### src/avs_pkg.sv
// ----------------------------------------------------------------------------
// avs_pkg
// Shared types and constants for the autorepeat value setter: payload words,
// the configuration register set and the register indexes.
// ----------------------------------------------------------------------------
package avs_pkg;

  localparam int unsigned CFG_INDEX_W = 3;
  localparam int unsigned CFG_DATA_W  = 16;

  // register indexes on the configuration port
  localparam logic [CFG_INDEX_W-1:0] CFG_STEP_SIZE      = 3'd0;
  localparam logic [CFG_INDEX_W-1:0] CFG_MIN_VALUE      = 3'd1;
  localparam logic [CFG_INDEX_W-1:0] CFG_MAX_VALUE      = 3'd2;
  localparam logic [CFG_INDEX_W-1:0] CFG_RELEASE_TICKS  = 3'd3;
  localparam logic [CFG_INDEX_W-1:0] CFG_HOLD_DELAY     = 3'd4;
  localparam logic [CFG_INDEX_W-1:0] CFG_START_INTERVAL = 3'd5;

  // action codes
  localparam logic ACT_START = 1'b0;
  localparam logic ACT_TICK  = 1'b1;

  // interval shrink thresholds and floor
  localparam logic [6:0] IVL_THRESH_FINE   = 7'd92;  // 100 - 8
  localparam logic [6:0] IVL_THRESH_MEDIUM = 7'd84;  // 100 - 16
  localparam logic [6:0] IVL_THRESH_COARSE = 7'd68;  // 100 - 32
  localparam logic [6:0] IVL_FLOOR         = 7'd10;

  typedef struct packed {
    logic              action;
    logic signed [15:0] start_value;
    logic              touch_up;
    logic              touch_down;
    logic              touch_ok;
  } in_t;

  typedef struct packed {
    logic signed [15:0] current_value;
    logic              value_changed;
    logic              finished;
    logic              start_error;
  } out_t;

  typedef struct packed {
    logic [7:0]         step_size;
    logic signed [15:0] min_value;
    logic signed [15:0] max_value;
    logic [15:0]        release_ticks;
    logic [15:0]        hold_delay_ticks;
    logic [6:0]         start_interval;
  } cfg_t;

endpackage

### src/avs_cfg_regs.sv
// ----------------------------------------------------------------------------
// avs_cfg_regs
// Configuration register file, written through a plain write port.
// ----------------------------------------------------------------------------
module avs_cfg_regs (
  input  logic                              clk,
  input  logic                              rst_n,
  input  logic                              cfg_we,
  input  logic [avs_pkg::CFG_INDEX_W-1:0]   cfg_index,
  input  logic [avs_pkg::CFG_DATA_W-1:0]    cfg_data,
  output avs_pkg::cfg_t                     cfg
);
  import avs_pkg::*;

  cfg_t cfg_r;

  always_ff @(posedge clk) begin
    if (!rst_n) begin
      cfg_r.step_size        <= 8'd1;
      cfg_r.min_value        <= 16'sd0;
      cfg_r.max_value        <= 16'sd999;
      cfg_r.release_ticks    <= 16'd100;
      cfg_r.hold_delay_ticks <= 16'd500;
      cfg_r.start_interval   <= 7'd100;
    end else if (cfg_we) begin
      case (cfg_index)
        CFG_STEP_SIZE:      cfg_r.step_size        <= cfg_data[7:0];
        CFG_MIN_VALUE:      cfg_r.min_value        <= $signed(cfg_data);
        CFG_MAX_VALUE:      cfg_r.max_value        <= $signed(cfg_data);
        CFG_RELEASE_TICKS:  cfg_r.release_ticks    <= cfg_data;
        CFG_HOLD_DELAY:     cfg_r.hold_delay_ticks <= cfg_data;
        CFG_START_INTERVAL: cfg_r.start_interval   <= cfg_data[6:0];
        default: ;
      endcase
    end
  end

  assign cfg = cfg_r;

endmodule

### src/avs_core.sv
// ----------------------------------------------------------------------------
// avs_core
// Session state and the per-word step logic: key sampling, hold timing,
// accelerating repeat and saturating value steps.
// ----------------------------------------------------------------------------
module avs_core (
  input  logic           clk,
  input  logic           rst_n,
  input  logic           fire,
  input  avs_pkg::in_t   item,
  input  avs_pkg::cfg_t  cfg,
  output avs_pkg::out_t  res
);
  import avs_pkg::*;

  typedef enum logic [2:0] {
    MODE_STOPPED = 3'd0,
    MODE_IDLE    = 3'd1,
    MODE_UP      = 3'd2,
    MODE_DOWN    = 3'd3,
    MODE_OK      = 3'd4
  } mode_t;

  mode_t              mode_r, mode_nxt;
  logic signed [15:0] held_r, held_nxt;
  logic [15:0]        touch_r, touch_nxt;
  logic [15:0]        press_r, press_nxt;
  logic [15:0]        repeat_r, repeat_nxt;
  logic [6:0]         ivl_r, ivl_nxt;

  logic               changed;
  logic               done;
  logic               err;
  logic               touched;
  logic               dir_up;
  logic signed [15:0] stepped;
  logic [15:0]        touch_cnt;
  logic [15:0]        press_cnt;
  logic [15:0]        repeat_cnt;

  function automatic logic [15:0] inc_sat(input logic [15:0] c);
    return (c == 16'hFFFF) ? c : c + 16'd1;
  endfunction

  // one step with the limit check and 16-bit saturation
  function automatic logic signed [15:0] step_value(
    input logic signed [15:0] v,
    input logic               up,
    input cfg_t               c
  );
    logic signed [16:0] sum;
    logic signed [16:0] stp;
    stp = $signed({9'b0, c.step_size});
    if (up) begin
      sum = {v[15], v} + stp;
      if (v >= c.max_value) return v;
      return (sum > 17'sd32767) ? 16'sh7FFF : sum[15:0];
    end else begin
      sum = {v[15], v} - stp;
      if (v <= c.min_value) return v;
      return (sum < -17'sd32768) ? 16'sh8000 : sum[15:0];
    end
  endfunction

  function automatic logic [6:0] shrink(input logic [6:0] r);
    logic [6:0]        dec;
    logic signed [7:0] t;
    if (r > IVL_THRESH_FINE)        dec = 7'd1;
    else if (r > IVL_THRESH_MEDIUM) dec = 7'd2;
    else if (r > IVL_THRESH_COARSE) dec = 7'd4;
    else                            dec = 7'd8;
    t = $signed({1'b0, r}) - $signed({1'b0, dec});
    if (t < $signed({1'b0, IVL_FLOOR})) return IVL_FLOOR;
    return t[6:0];
  endfunction

  always_comb begin
    mode_nxt   = mode_r;
    held_nxt   = held_r;
    touch_nxt  = touch_r;
    press_nxt  = press_r;
    repeat_nxt = repeat_r;
    ivl_nxt    = ivl_r;
    changed    = 1'b0;
    done       = 1'b0;
    err        = 1'b0;
    touch_cnt  = 16'd0;
    press_cnt  = inc_sat(press_r);
    repeat_cnt = inc_sat(repeat_r);

    dir_up  = (mode_r == MODE_IDLE) ? item.touch_up : (mode_r == MODE_UP);
    stepped = step_value(held_r, dir_up, cfg);

    case (mode_r)
      MODE_UP:   touched = item.touch_up;
      MODE_DOWN: touched = item.touch_down;
      default:   touched = item.touch_ok;
    endcase

    if (item.action == ACT_START) begin
      if (item.start_value[15]) begin
        err = 1'b1;
      end else begin
        held_nxt   = item.start_value;
        mode_nxt   = MODE_IDLE;
        touch_nxt  = 16'd0;
        press_nxt  = 16'd0;
        repeat_nxt = 16'd0;
        ivl_nxt    = cfg.start_interval;
      end
    end else begin
      case (mode_r)
        MODE_IDLE: begin
          if (item.touch_up || item.touch_down || item.touch_ok) begin
            touch_nxt  = 16'd0;
            press_nxt  = 16'd0;
            repeat_nxt = 16'd0;
            ivl_nxt    = cfg.start_interval;
            if (item.touch_up) begin
              mode_nxt = MODE_UP;
            end else if (item.touch_down) begin
              mode_nxt = MODE_DOWN;
            end else begin
              mode_nxt = MODE_OK;
            end
            if (item.touch_up || item.touch_down) begin
              held_nxt = stepped;
              changed  = (stepped != held_r);
            end
          end
        end
        MODE_UP, MODE_DOWN, MODE_OK: begin
          touch_cnt = touched ? 16'd0 : inc_sat(touch_r);
          touch_nxt = touch_cnt;
          if (touch_cnt > cfg.release_ticks) begin
            if (mode_r == MODE_OK) begin
              done     = 1'b1;
              mode_nxt = MODE_STOPPED;
            end else begin
              mode_nxt = MODE_IDLE;
            end
          end else if (mode_r != MODE_OK) begin
            press_nxt  = press_cnt;
            repeat_nxt = repeat_cnt;
            if (press_cnt > cfg.hold_delay_ticks && repeat_cnt > {9'b0, ivl_r}) begin
              held_nxt   = stepped;
              changed    = (stepped != held_r);
              repeat_nxt = 16'd0;
              ivl_nxt    = shrink(ivl_r);
            end
          end
        end
        default: ;
      endcase
    end

    res.current_value = held_nxt;
    res.value_changed = changed;
    res.finished      = done;
    res.start_error   = err;
  end

  always_ff @(posedge clk) begin
    if (!rst_n) begin
      mode_r   <= MODE_STOPPED;
      held_r   <= 16'sd0;
      touch_r  <= 16'd0;
      press_r  <= 16'd0;
      repeat_r <= 16'd0;
      ivl_r    <= 7'd100;
    end else if (fire) begin
      mode_r   <= mode_nxt;
      held_r   <= held_nxt;
      touch_r  <= touch_nxt;
      press_r  <= press_nxt;
      repeat_r <= repeat_nxt;
      ivl_r    <= ivl_nxt;
    end
  end

  // ok release always closes the session
  a_done_stops: assert property (@(posedge clk) disable iff (!rst_n)
    fire && res.finished |=> mode_r == MODE_STOPPED)
    else $error("session still open after finished");

  // a refused start leaves the held value alone
  a_err_keeps_value: assert property (@(posedge clk) disable iff (!rst_n)
    fire && res.start_error |=> $stable(held_r) && $stable(mode_r))
    else $error("refused start altered state");

  // only ticks move the value
  a_change_on_tick: assert property (@(posedge clk) disable iff (!rst_n)
    fire && res.value_changed |-> item.action == ACT_TICK && mode_r != MODE_STOPPED)
    else $error("value stepped outside a tick in a session");

  // the repeat interval never drops under the floor once shrunk
  a_ivl_floor: assert property (@(posedge clk) disable iff (!rst_n)
    fire && item.action == ACT_TICK && repeat_nxt == 16'd0 && repeat_r != 16'd0 &&
    (mode_r == MODE_UP || mode_r == MODE_DOWN) |=> ivl_r >= IVL_FLOOR)
    else $error("repeat interval below floor");

endmodule

### src/accelerating_autorepeat_value_setter.sv
// ----------------------------------------------------------------------------
// accelerating_autorepeat_value_setter
// Up/down/ok key value setter with accelerating auto-repeat.
// An accepted word passes the input register, then the result register, and
// waits in the input register while a full result is not taken. Throughput:
// one word per cycle when not stalled; the session state updates in one pass.
// Reset (rst_n low, synchronous): state and control registers are reset, the
// session is stopped and both pipeline stages are empty.
// ----------------------------------------------------------------------------
module accelerating_autorepeat_value_setter (
  input  logic                              clk,
  input  logic                              rst_n,
  input  logic                              in_valid,
  output logic                              in_ready,
  input  avs_pkg::in_t                      in_data,
  output logic                              out_valid,
  input  logic                              out_ready,
  output avs_pkg::out_t                     out_data,
  input  logic                              cfg_we,
  input  logic [avs_pkg::CFG_INDEX_W-1:0]   cfg_index,
  input  logic [avs_pkg::CFG_DATA_W-1:0]    cfg_data
);
  import avs_pkg::*;

  cfg_t cfg;
  in_t  stage_r;
  logic stage_valid_r;
  out_t out_r;
  logic out_valid_r;
  out_t res;
  logic advance;

  avs_cfg_regs u_cfg (
    .clk       (clk),
    .rst_n     (rst_n),
    .cfg_we    (cfg_we),
    .cfg_index (cfg_index),
    .cfg_data  (cfg_data),
    .cfg       (cfg)
  );

  avs_core u_core (
    .clk   (clk),
    .rst_n (rst_n),
    .fire  (advance),
    .item  (stage_r),
    .cfg   (cfg),
    .res   (res)
  );

  // staged word moves on when the result register is free or being emptied
  assign advance  = stage_valid_r && (!out_valid_r || out_ready);
  assign in_ready = !stage_valid_r || advance;

  always_ff @(posedge clk) begin
    if (!rst_n) begin
      stage_valid_r <= 1'b0;
    end else if (in_valid && in_ready) begin
      stage_valid_r <= 1'b1;
    end else if (advance) begin
      stage_valid_r <= 1'b0;
    end
  end

  always_ff @(posedge clk) begin
    if (in_valid && in_ready) begin
      stage_r <= in_data;
    end
  end

  always_ff @(posedge clk) begin
    if (!rst_n) begin
      out_valid_r <= 1'b0;
    end else if (advance) begin
      out_valid_r <= 1'b1;
    end else if (out_ready) begin
      out_valid_r <= 1'b0;
    end
  end

  always_ff @(posedge clk) begin
    if (advance) begin
      out_r <= res;
    end
  end

  assign out_valid = out_valid_r;
  assign out_data  = out_r;

endmodule
### config.mk
export PLATFORM = sky130hd
export DESIGN_NAME = accelerating_autorepeat_value_setter
export DESIGN_NICKNAME = d
export VERILOG_FILES = /design/src/avs_pkg.sv /design/src/avs_cfg_regs.sv /design/src/avs_core.sv /design/src/accelerating_autorepeat_value_setter.sv
export SDC_FILE = /design/constraint.sdc
export NUM_CORES = 1
export LEC_CHECK = 0
export ABC_AREA = 1
export BUFFER_PORTS_ARGS = -buffer_cell sky130_fd_sc_hd__buf_2
export CORE_UTILIZATION = 25
export CTS_BUF_LIST = sky130_fd_sc_hd__clkbuf_4
export DETAILED_ROUTE_END_ITERATION = 8
export GPL_ROUTABILITY_DRIVEN = 0
export PLACE_DENSITY = 0.51
export SYNTH_ARGS = -nofsm -noshare
export SYNTH_HDL_FRONTEND = slang
export SYNTH_SLANG_ARGS = --single-unit
### constraint.sdc
create_clock -name clk -period 8.9 [get_ports clk]
set_clock_uncertainty 0.2 [all_clocks]
set_input_delay 0.445 -clock clk [delete_from_list [all_inputs] [get_ports clk]]
set_output_delay 0.445 -clock clk [all_outputs]
set_load 0.1 [all_outputs]
# Yosys cells after proc, flatten, opt, wreduce, memory -nomap -nowiden
# Index checks and enable logic that the tools add are counted.
[word_totals]
regBits = 194
inputBits = 44
[classes]
n_mux = 81
n_eq_ne = 21
n_lt_le_gt_ge = 11
addsub = 6
n_reduce_logical = 24
[ops]
columns = ["cell", "n"]
rows = [
  ["$mux 16", 28],
  ["$pmux 16 s2", 4],
  ["$mux 7", 15],
  ["$add 16x1->16 const B", 3],
  ["$eq 16x16->1 const B", 3],
  ["$gt 16x16->1", 2],
  ["$mux 1", 23],
  ["$gt 7x7->1 const B", 3],
  ["$mux 3", 6],
  ["$add 16x9->17", 1],
  ["$gt 17x16->1 const B", 1],
  ["$lt 17x16->1 const B", 1],
  ["$sub 16x9->17", 1],
  ["$ge 16x16->1", 1],
  ["$gt 16x7->1", 1],
  ["$le 16x16->1", 1],
  ["$ne 16x16->1", 1],
  ["$pmux 7 s2", 1],
  ["$eq 3x2->1 const B", 4],
  ["$reduce_and 2->1", 6],
  ["$eq 3x3->1 const B", 3],
  ["$ne 3x2->1 const B", 3],
  ["$ne 3x3->1 const B", 3],
  ["$lt 8x5->1 const B", 1],
  ["18 further kinds", 27],
]

# Depth between registers and ports, before layout
# Gate-level depths: netlist of the first run.
[logic_depth]
word_depth = 23
mapped_depth = 29

# Hierarchy
# Synthesis of the first run repeated with hierarchy kept, for this count alone.
[hier_totals]
hier_cells = 2230
hier_area_um2 = 14295.0
[modules_own_cells]
columns = ["mod", "instances", "area_each_um2", "cells_each"]
rows = [
  ["avs_core", 1, 9932.0, 1738],
  ["avs_cfg_regs", 1, 3096.7, 440],
  ["accelerating_autorepeat_value_setter", 1, 1266.2, 52],
]

# Worst setup path after synthesis of the first run
# Ideal clock, no wire load.
[synth_timing]
path_type = "reg-to-reg"
from = "reg u_core.press_r[0]"
to = "reg out_r (netlist bit out_data[18]), data pin"
setup_ns = 0.256
path_buffers = 1
slack_ns = 5.293
synth_period_minus_slack_ns = 3.607
arrival_ns = 3.150
required_time_ns = 8.444
stages_incl_launch_ff = 23
cell_sequence = "dfxtp_1 -> ha_1 -> inv_1 -> nor4_1 -> nand3_1 -> nor2_1 -> nand2_1 -> nand3_1 -> nor2_1 -> nand2_1 -> xnor2_1 -> ha_1 -> nand2_1 -> nor4_1 -> nand2_1 -> a21boi_1 -> nand4_2 -> inv_2 -> buf_6 -> nand3_1 -> nand2_1 -> nand2_1 -> a22o_1"
[synth_lines]
columns = ["item", "line", "source"]
rows = [
  ["start: declaration", "avs_core.sv:27", "logic [15:0] press_r, press_nxt;"],
  ["start signal: assignment", "avs_core.sv:175", "press_r <= press_nxt;"],
  ["end signal: assignment", "accelerating_autorepeat_value_setter.sv:83", "out_r <= res;"],
  ["end: declaration", "accelerating_autorepeat_value_setter.sv:28", "out_t out_r;"],
]

==> flow_summary_export.csv, run 1 <==
group,metric,value,unit
timing,worstMarginPinSlew,1.14,ns
timing,final-setup-viol-count,0,
worst_hold_path,min_from,"cfg_index[2]",
route,postRouteAntennaNets,0,
timing,whs,0.124,ns
clock_tree,clockBufferDepth,2,
critical_path,worstPathMaxFanout,21,
clock_tree,numCtsBuffers,17,
grt,antenna_found_initial,3,
floorplan,fp.dieArea,54600,sq um
grt,grt_max_degree,96,
timing,slew_violations,0,
clock_tree,root_buffer,"clkbuf_4",
timing,rsz0062_at_grt,"no",
route,wl,41000,microns
synthesis,synth_top_flop_cell,"dfxtp_1",
grt,grt_pass1_vias,12500,
power,total_power,2.12,mW
placement,dp.cells,2670,
placement,port-buffer-count,64,
synthesis,async_reset_ff_frac,0,
timing,relSlewSlack,0.234,
final_layout,fillCellCount,5862,
run,maxCapViolCount,0,
synthesis,synth_edf_count,39,
power,p_sw,0.856,mW
clock_tree,cts.sinks,194,
synthesis,syn_area,13400,sq um
power,p_clk_frac,0.224,
clock_tree,path_clk_slew,0.18,ns
power,p_leak,6.59,nW
synthesis,synth_cells,1977,
synthesis,avgSynthCellArea,6.79,sq um
floorplan,initial_utilization,0.254,
synthesis,synth-seq-cells,194,
clock_tree,cts_max_level,4,
synthesis,ys_types,59,
critical_path,critPathTopFamily,"simple AND/OR/NAND/NOR gates",
timing,min_period,5.12,ns
final_layout,final-instance-count-excl-fill,2753,
final_layout,fin_nets,2191,
clock_tree,cts_tree,"yes",
final_layout,drive_gt1_frac,0.0873,
route,vias,13200,
synthesis,ys_seq_area_frac,0.318,
grt,grt_pass1_wl,66100,microns
power,power.internal,1.26,mW
synthesis,yosys_warnings,0,
route,wl_per_cell,14.9,microns
route,drcViolationCount,0,
floorplan,ios,65,
synthesis,synth_nets,2118,
power,power_frac_comb,0.322,
critical_path,crit_chain,"ha_1, inv_1, nor4_1, nand3_1, nor2_1, nand2_1, nand3_1, nor2_1, nand2_1, xnor2_1, ha_1, nand2_1, nor4_1, nand2_1, a21boi_1, nand4_2, inv_2, nand3_1, nand2_1, nand2_1, a22o_1",
critical_path,crit_type,"flip-flop to flip-flop",
floorplan,rows,84,
timing,tns,0,ns
route,drt_iter0_markers,1053,
power,peakVddDrop,0.0713,mV
route,firstDrtPassIters,7,
floorplan,die_y,234,microns
critical_path,cp.required,9.12,ns
critical_path,crit_path_max_incr_delay,0.64,ns
clock_tree,insertion_delay,0.66,ns
critical_path,r2r_start,"u_core.press_r[0]$_SDFFE_PN0P_",
final_layout,final_util,0.287,
critical_path,cp.arrival,5.35,ns
power,switching_share,0.404,
critical_path,cp-end-kind,"flip-flop",
critical_path,critPathLaunchType,"flip-flop",
grt,grtUsageTotal,0.153,
critical_path,path_common_cell,"nand2_1",
floorplan,core_area,52800,sq um
floorplan,die_w,234,microns
timing,timing.fmax,195,MHz
critical_path,path_buf_inv,2,
critical_path,crit_slowest_cell,"nand4_2",
timing,finalHoldViolations,0,
worst_hold_path,hold_class,"primary input to flip-flop",
route,via_per_inst,4.79,
placement,hpwlAfterDp,30800,microns
timing,fin_crit_sh,0.576,
grt,overflow,0,
power,p_seq_frac,0.454,
critical_path,crit_path_start,"u_core.press_r[0]$_SDFFE_PN0P_",
status,outcome,"completed",
final_layout,area_delta_synth_final,12.6,%
power,pwr_density_cell,140,nW/um^2
-- power by group through the flow --
| stage | Sequential [mW] | Combinational (mW) | Clock [mW] |
|---|---|---|---|
| finish | 0.962 | 0.682 | 0.475 |
| global route | 0.966 | 0.769 | 0.529 |
| CTS | 0.962 | 0.678 | 0.497 |
| detailed placement | 0.981 | 0.659 | 0 |
| global placement | 0.981 | 0.653 | 0 |
| floorplan | 1.01 | 0.457 | 0 |
-- state kept, by name, summed over array words and instances (netlist names) --
name             count
u_cfg.cfg           79
u_core.mode_r        3
u_core.ivl_r         7
u_core.repeat_r     16
stage_r             20
u_core.held_r       16
out_data            19
stage_valid_r        1
u_core.press_r      16
out_valid            1
u_core.touch_r      16
-- per-layer routing --
layer,global-route usage,vias to the layer above,share of wire
li1,-,6713,-
met5,0,-,0.00029
met3,0.0291,43,0.044
met4,0.0406,2,0.016
met2,0.258,298,0.47
met1,0.198,6118,0.47
-- tightest hold or removal path: cells and delay by family --
kind	cells	cell delay (ns)
buffers and inverters	1	0.10
and+or+nand+nor	4	0.40
-- synthesized netlist by cell type, drive strengths merged, types with 8 or more instances --
library cell / instances / area, sq um
nand2: 492 / 1870
a21oi: 249 / 1270
inv: 248 / 931
nand3: 164 / 893
dfxtp: 155 / 3100
nor2: 143 / 584
o21ai: 133 / 669
ha: 94 / 1180
clkbuf: 45 / 169
edfxtp: 39 / 1170
buf: 32 / 208
nand4: 27 / 190
o211ai: 26 / 195
nor3: 25 / 136
xor2: 23 / 201
xnor2: 11 / 96.3
nor4: 10 / 75.1
a31oi: 8 / 50.1
-- layout make-up --
cell class	count	area [sq um]	share of cell area
multi-input cells	1451	7820	0.517
flip-flops and latches	194	4270	0.283
inverters	255	958	0.0634
repair buffers	131	946	0.0626
well taps	688	861	0.0569
clock inverters	15	129	0.00852
clock buffers	17	128	0.00844
diodes	2	5.00	0.000331
-- cells by family after synthesis --
family | share of synthesized area
AND/OR/NAND/NOR | 0.283
AO/OA/AOI/OAI | 0.185
XOR/XNOR | 0.0222
flip-flops | 0.318
buffers and inverters | 0.0994
adder cells (fa/ha/maj) | 0.0921
-- what timing repair did --
action | 4_1_cts | 5_1_grt
buffers inserted | 0 | 0
endpoints found under the hold margin | 110 | 0
resized for setup | 0 | 0
hold buffers | 49 | 0
-- layout by cell type (no fill, tap or decap), drive strengths merged, types with 3 or more instances in the layout --
cell type | Yosys | routed
inv | 248 | 255
buf | 32 | 82
o21a | 5 | 5
o22ai | 3 | 3
clkinv | 7 | 12
ha | 94 | 94
fa | 3 | 3
edfxtp | 39 | 39
nor4 | 10 | 10
dfxtp | 155 | 155
nand4 | 27 | 27
clkinvlp | 0 | 3
nand3 | 164 | 164
xor2 | 23 | 23
clkbuf | 45 | 17
nand2 | 492 | 492
o211ai | 26 | 26
nor2 | 143 | 143
dlygate4sd3 | 0 | 49
a31oi | 8 | 8
a21boi | 3 | 3
nor3 | 25 | 25
or2 | 6 | 6
o21ai | 133 | 133
o2111a | 7 | 7
xnor2 | 11 | 11
a21oi | 249 | 249
o21bai | 6 | 6
-- final timing paths --
path / cells after the start / slack (ns) / endpoint
max reg2reg: 21 / 3.78 / out_data[18]$_DFFE_PP_
min reg2reg: 2 / 0.28 / u_cfg.cfg[61]$_SDFFE_PN0P_
min: 5 / 0.12 / u_cfg.cfg[6]$_SDFFE_PN1P_
max: 21 / 3.78 / out_data[18]$_DFFE_PP_
-- stage by stage --
step	instance area, sq um	setup slack [ns]
after CTS	15100	3.82
final	15100	3.78
after global placement	14400	3.99
after floorplan	13400	5.29
after global routing	15100	3.25
after detailed placement	14400	3.86
(Power assumes the default switching activity.)
==> run 2: changes to the inputs <==
PLACE_DENSITY = 0.53   (was 0.51)
clock period = 4.11 ns   (was 8.9 ns; I/O delays follow)
==> run 2 against run 1 <==
Utilization is 2.0 points higher. Register-to-register slack worse by 3.7 ns. Critical endpoint is now out_data[16]$_DFFE_PP_. Global-route usage grew 0.21 points. Setup slack worse by 3.7 ns. Final cell count increased by 2.8%. Cell area increased by 7.1%. Count of clock-buffer cells in the layout unchanged. First-iteration DRC count fell by 31%. Largest power group unchanged. Total power up 130%. Worst hold slack worse by 0.059 ns. Sequential share of layout area is 1.7 points lower. Non-clock buffer count increased by 77.
==> flow_summary_export.csv, run 2 (synthesis gave the netlist of run 1 again) <==
group,metric,value,unit
grt,grt_pass1_vias,13000,
clock_tree,cts_max_level,4,
grt,grt_max_degree,53,
grt,grt_pass1_wl,67300,microns
critical_path,crit_path_start,"u_core.press_r[0]$_SDFFE_PN0P_",
worst_hold_path,hold_class,"primary input to flip-flop",
final_layout,drive_gt1_frac,0.142,
timing,finalHoldViolations,0,
final_layout,area_delta_synth_final,20.7,%
run,maxCapViolCount,0,
timing,rsz0062_at_grt,"yes",
clock_tree,cts_tree,"yes",
clock_tree,root_buffer,"clkbuf_4",
route,via_per_inst,4.76,
placement,port-buffer-count,64,
critical_path,critPathLaunchType,"flip-flop",
final_layout,mostFrequentLayoutCell,"nand2_1",
floorplan,die_y,234,microns
worst_hold_path,min_path_cells,2,
timing,fin_crit_sh,0.973,
route,drt_iter0_markers,730,
route,drcViolationCount,0,
critical_path,crit_type,"flip-flop to flip-flop",
timing,final-setup-viol-count,0,
clock_tree,insertion_delay,0.68,ns
floorplan,initial_utilization,0.254,
critical_path,cp.arrival,4.23,ns
final_layout,largest_reg_flops,79,
timing,worstMarginPinSlew,1.20,ns
grt,grtUsageTotal,0.155,
floorplan,fp.dieArea,54600,sq um
power,peakVddDrop,0.212,mV
final_layout,final_cell_mix,"nand2_1, a21oi_1, inv_1",
final_layout,fin_nets,2269,
route,firstDrtPassIters,8,
route,postRouteAntennaNets,0,
floorplan,ios,65,
critical_path,reg2reg_slack,0.11,ns
timing,whs,0.0651,ns
critical_path,cp-end-kind,"flip-flop",
timing,timing.fmax,250,MHz
clock_tree,numCtsBuffers,17,
placement,post_dp_cell_area,14600,sq um
final_layout,fillCellCount,5774,
power,pwr_density_cell,295,nW/um^2
grt,overflow,0,
route,wl,42200,microns
clock_tree,cts.sinks,194,
final_layout,multi_input_area,8080,sq um
floorplan,core_area,52800,sq um
timing,min_period,4.00,ns
timing,tns,0,ns
status,outcome,"completed",
timing,slew_violations,0,
route,wl_per_cell,14.9,microns
grt,antenna_found_initial,2,
power,p_leak,7.14,nW
clock_tree,clockBufferDepth,2,
floorplan,rows,84,
final_layout,regArea,4300,sq um
critical_path,cp.required,4.34,ns
worst_hold_path,min_to,"stage_r[11]$_DFFE_PP_",
floorplan,die_w,234,microns
critical_path,worstPathMaxFanout,6,
timing,relSlewSlack,0.196,
critical_path,r2r_start,"u_core.press_r[0]$_SDFFE_PN0P_",
critical_path,rr_endpoint,"out_data[16]$_DFFE_PP_",
route,vias,13500,
final_layout,fin_area,16200,sq um
critical_path,ff2ff_path_depth,24,
placement,hpwlAfterDp,31500,microns
worst_hold_path,min_from,"in_data[11]",
clock_tree,path_clk_slew,0.20,ns
-- run 2: worst max-delay path: stages (launching register included) --
cell and delay, ns:
dfxtp_4 0.42, ha_4 0.14, inv_2 0.05, nor4_4 0.28
nand3_2 0.15, nor2_4 0.17, nand2_4 0.09, nand2_1 0.10
nor2_2 0.05, nand4_1 0.19, xnor2_2 0.15, ha_1 0.25
nand2_1 0.09, nor2_1 0.05, nor2_1 0.13, nand3_2 0.09
nand2_1 0.07, a21boi_1 0.06, buf_4 0.16, nand4_4 0.17
clkinv_2 0.19, o21ai_1 0.15, a21oi_1 0.05, nor2_1 0.21
inv_1 0.07
-- run 2: stage by stage --
step | total power, mW | std cells | util | worst slack (ns)
5_1_grt | 5.09 | 2831 | 0.307 | -0.115
3_5_place_dp | 3.57 | 2701 | 0.277 | -0.0343
6_report | 4.77 | 2831 | 0.307 | 0.112
4_1_cts | 4.81 | 2803 | 0.297 | 0.0199
2_1_floorplan | 3.18 | 1977 | - | 0.503
3_3_place_gp | 3.56 | 2701 | 0.277 | 0.131
-- run 2: final cells by class --
cell class | instances | area share
repair inverters | 1 | 0.000309
multi-input cells | 1451 | 0.499
clock buffers | 17 | 0.00788
diodes | 2 | 0.000309
repair buffers | 208 | 0.103
clock inverters | 15 | 0.0117
inverters | 255 | 0.0595
well taps | 688 | 0.0531
flip-flops and latches | 194 | 0.266
-- run 2: per-layer routing --
layer / global-route usage / up-vias / wire length [microns]
met5: 0 / - / 0
met4: 0.0668 / 0 / 1250
met3: 0.0203 / 65 / 1400
met2: 0.276 / 281 / 20900
met1: 0.184 / 6258 / 18600
li1: - / 6870 / -
-- run 2: timing repair --
item,in CTS,in global routing
setup endpoints to repair,25,75
cloned,0,3
hold buffers,70,0
setup buffers,0,23
hold endpoints to repair,127,0
pin swaps,0,34
resized for setup,3,85
-- run 2: worst max-delay path by stage --
stage                                     endpoint  slack [ns]
finish                      out_data[16]$_DFFE_PP_        0.11
global route        u_core.held_r[14]$_SDFFE_PN0P_       -0.12
CTS                   u_core.ivl_r[3]$_SDFFE_PN0P_        0.02
detailed placement          out_data[18]$_DFFE_PP_       -0.03
global placement            out_data[18]$_DFFE_PP_        0.13
floorplan                   out_data[18]$_DFFE_PP_        0.50
-- run 2: report_power, final --
| group | total (mW) | leakage [nW] | internal [mW] | switching, mW |
|---|---|---|---|---|
| clock | 1.18 | 0.170 | 0.394 | 0.784 |
| combinational | 1.51 | 5.33 | 0.490 | 1.02 |
| sequential | 2.08 | 1.65 | 2.02 | 0.0603 |
| total | 4.77 | 7.14 | 2.90 | 1.87 |
